### config.mk
export PLATFORM = sky130hd
export DESIGN_NAME = hmntf_ram
export DESIGN_NICKNAME = d
export VERILOG_FILES = /design/src/sv/hmntf_ram.sv
export SDC_FILE = /design/constraint.sdc
export NUM_CORES = 2
export LEC_CHECK = 0
export BUFFER_PORTS_ARGS = -buffer_cell sky130_fd_sc_hd__buf_2
export CAP_MARGIN = 25
export CORE_ASPECT_RATIO = 0.8
export CORE_UTILIZATION = 40
export CTS_CLUSTER_SIZE = 12
export DETAILED_ROUTE_END_ITERATION = 16
export PLACE_DENSITY = 0.53
export SLEW_MARGIN = 15
export SYNTH_ARGS = -nofsm -noshare
export SYNTH_HDL_FRONTEND = slang
export SYNTH_SLANG_ARGS = --single-unit
### constraint.sdc
create_clock -name clk -period 2.5 [get_ports clk]
set_input_delay 0.375 -clock clk [delete_from_list [all_inputs] [get_ports clk]]
set_output_delay 0.375 -clock clk [all_outputs]
set_load 0.005 [all_outputs]
### src/sv/hmntf_ram.sv
// Generic simple dual-port RAM with one write port and a registered read port.
`timescale 1ns / 1ps
`default_nettype none

module hmntf_ram #(
    parameter int WIDTH = 16,
    parameter int DEPTH = 256
) (
    input  wire logic                     clk,
    input  wire logic                     wr_en,
    input  wire logic [$clog2(DEPTH)-1:0] wr_addr,
    input  wire logic [WIDTH-1:0]         wr_data,
    input  wire logic                     rd_en,
    input  wire logic [$clog2(DEPTH)-1:0] rd_addr,
    output logic      [WIDTH-1:0]         rd_data
);

    logic [WIDTH-1:0] mem [DEPTH];

    always_ff @(posedge clk)
    begin
        if (wr_en)
        begin
            mem[wr_addr] <= wr_data;
        end
        if (rd_en)
        begin
            rd_data <= mem[rd_addr];
        end
    end

endmodule

`default_nettype wire

==> flow_metrics.tcl <==
set metrics [dict create \
    min_from "wr_addr[1]" \
    wl_per_cell_um 32.7 \
    final-setup-viol-count 6 \
    start_util 0.403 \
    rr_worst_depth 6 \
    critPathArrivalTime_ns 3.43 \
    grt_pass1_vias 80700 \
    maxSlewHeadroom 0.334 \
    ant_nets 0 \
    peakVddDrop_v 0.000658 \
    row_count 206 \
    stdcell_area_um2 189000 \
    synth_top_cell_area_share 0.777 \
    yosys_warnings 0 \
    clk_latency_ns 0.98 \
    worst_slack_ns -0.200 \
    cts-root-buf "clkbuf_16" \
    async_reset_ff_frac 0 \
    drtIter0Drc 9889 \
    clk_pin_slew_worst_paths_ns 0.06 \
    cts_max_level 5 \
    grt_max_degree 92 \
    hold_viol 0 \
    vias_per_cell 5.83 \
    timing.fmax_mhz 370 \
    min_path_type "input pin to register" \
    place_area_um2 175000 \
    die_area_um2 400000 \
    gp_congestion 0.886 \
    route.detailed.drc 0 \
    grt_pass1_wl_um 634000 \
    grt_overflow 0 \
    yosysTopAreaCell "edfxtp_1" \
    slowest_delay_ns 0.56 \
    seq_area_frac_synth 0.777 \
    ys_top_cells_by_area "edfxtp_1 (78%), mux4_2 (11%), mux2i_1 (3.6%), o221ai_1 (1.4%), nor2_1 (0.72%)" \
    numCtsBuffers 411 \
    synth_edf_count 4112 \
    portBuffers 50 \
    grt_setup_unrepaired "true" \
    clockBufferDepth 4 \
    syn_area_um2 159000 \
    cp_slowest_cell "mux4_2" \
    fin_crit_sh 1.08 \
    synth.most_common_cell "edfxtp_1" \
    cp_max_fo 1 \
    dp_hpwl_um 290000 \
    leakagePower_nw 60.6 \
    maxSlewViolCount 0 \
    antenna_found_initial 32 \
    powerDensity_nw_per_um2 748 \
    outcome "finished with violations" \
    final_layout_size_suffix_gt1_frac 0.317 \
    avgSynthCellArea_um2 21.6 \
    crit_top_cell "mux4_2" \
    vias 81300 \
    wirelength_um 456000 \
    firstDrtPassIters 8 \
    netlist_instances 7360 \
    maxCapViolations 0 \
    min_path_cells 4 \
    cts_tree "built" \
    ff2ff_setup_slack_ns -0.20 \
    fill_cells 32300 \
    holdPathEnd "mem[163][0]$_DFFE_PP_" \
    fin_crit_ns 2.70 \
    chipWidth_um 707 \
    clock_sinks 4112 \
    synth_seq_cells 4112 \
    crit_path_start_kind "register" \
    utilization 0.479 \
    r2r-start "mem[23][6]$_DFFE_PP_" \
    violations "setup timing" \
    die_y_um 566 \
    ys_types 51 \
    syn2layout_area_growth_pct 18.8 \
    tightest_slew_ns 0.992 \
    syn_nets 7395 \
    worstPathCellList "mux4_2 > mux4_2 > a22o_4 > o32ai_4 > buf_6 > nor4_4" \
    ys_top_cells_by_count "edfxtp_1 (4112), mux4_2 (797), mux2i_1 (565)" \
    core-area_um2 394000 \
    required_ns 3.23 \
    fin_nets 8524 \
    io_pins 51 \
    criticalPathCategory "register to register" \
    end_kind "register" \
    synth_flop_cell "edfxtp_1" \
    r2r-end "rd_data[6]$_DFFE_PP_" \
    grt_use_total 0.225 \
    clock_skew_ns 0.0443 \
]
how the worst max path moves through the flow:
stage | start | to | cells past startpoint
floorplan | wr_addr[3] | mem[235][0]$_DFFE_PP_ | 6
global placement | rd_addr[0] | rd_data[11]$_DFFE_PP_ | 12
detailed placement | rd_addr[0] | rd_data[11]$_DFFE_PP_ | 12
CTS | mem[23][6]$_DFFE_PP_ | rd_data[6]$_DFFE_PP_ | 6
global route | mem[23][6]$_DFFE_PP_ | rd_data[6]$_DFFE_PP_ | 6
finish | mem[23][6]$_DFFE_PP_ | rd_data[6]$_DFFE_PP_ | 6
kinds of logic after synthesis:
logic type | count (synthesis) | synth area share
compound gates | 786 | 0.0353
buf+inv | 456 | 0.0169
flops | 4112 | 0.777
mux | 1450 | 0.155
simple gates | 556 | 0.0157
area by class of cell:
class	count	area [µm²]	area share
clock buffers	515	10800	0.0570
inverters	4	27.5	0.000146
well taps	5200	6510	0.0345
diodes	16	40.0	0.000212
repair buffers	1168	12800	0.0680
clock inverters	139	1090	0.00576
flip-flops and latches	4112	123000	0.654
multi-input cells	2792	34000	0.180
flip-flops by register name (all words and copies together) (netlist names):
name     flops
mem       4096
rd_data     16
metrics by stage:
| step | hold WS [ns] | total power [mW] | instances | worst slack [ns] | TNS [ns] |
|---|---|---|---|---|---|
| 2_1_floorplan | 0.474 | 81.3 | 7360 | -0.0400 | -32.31 |
| 3_3_place_gp | 0.728 | 85.8 | 13300 | -1.78 | -19.02 |
| 3_5_place_dp | 0.734 | 85.9 | 13300 | -1.75 | -18.98 |
| 4_1_cts | 0.179 | 142 | 13900 | -0.200 | -0.547 |
| 5_1_grt | 0.242 | 145 | 13900 | -0.195 | -0.622 |
| 6_report | 0.271 | 141 | 13900 | -0.200 | -0.446 |
per-layer routing:
layer	track usage	part of all wire	vias to the layer above
met5	0	0	-
li1	-	-	33600
met1	0.333	0.44	43900
met2	0.341	0.45	3291
met4	0.0544	0.024	0
met3	0.0492	0.087	540
worst max-delay path: cells and delay by family (launching register included):
kind / cells / cell delay [ns]
simple gates: 1 / 0.03
buf+inv: 1 / 0.17
flops: 1 / 0.37
mux: 2 / 1.07
compound gates: 2 / 0.81
power breakdown:
part | internal [mW] | switching (mW)
registers | 76.0 | 0.104
clock network | 31.0 | 25.5
logic | 3.37 | 5.25
total | 110 | 30.8
cell usage in the layout (no fill, tap or decap), types with 128 or more instances in the layout:
cell	count
nor2_1	175
edfxtp_1	4112
o22ai_1	148
mux4_2	797
nor2_2	128
buf_4	778
clkbuf_16	417
o221ai_1	248
mux2i_1	565
a21oi_1	173
buf_12	293
timing repair:
action	CTS	global route
hold endpoints to repair	923	0
hold buffers	17	0
setup buffers	0	8
pin swaps	22	22
gates cloned	1	2
setup endpoints to repair	16	16
resized for setup	123	72
No activity file was read; power rests on OpenSTA's default activity.
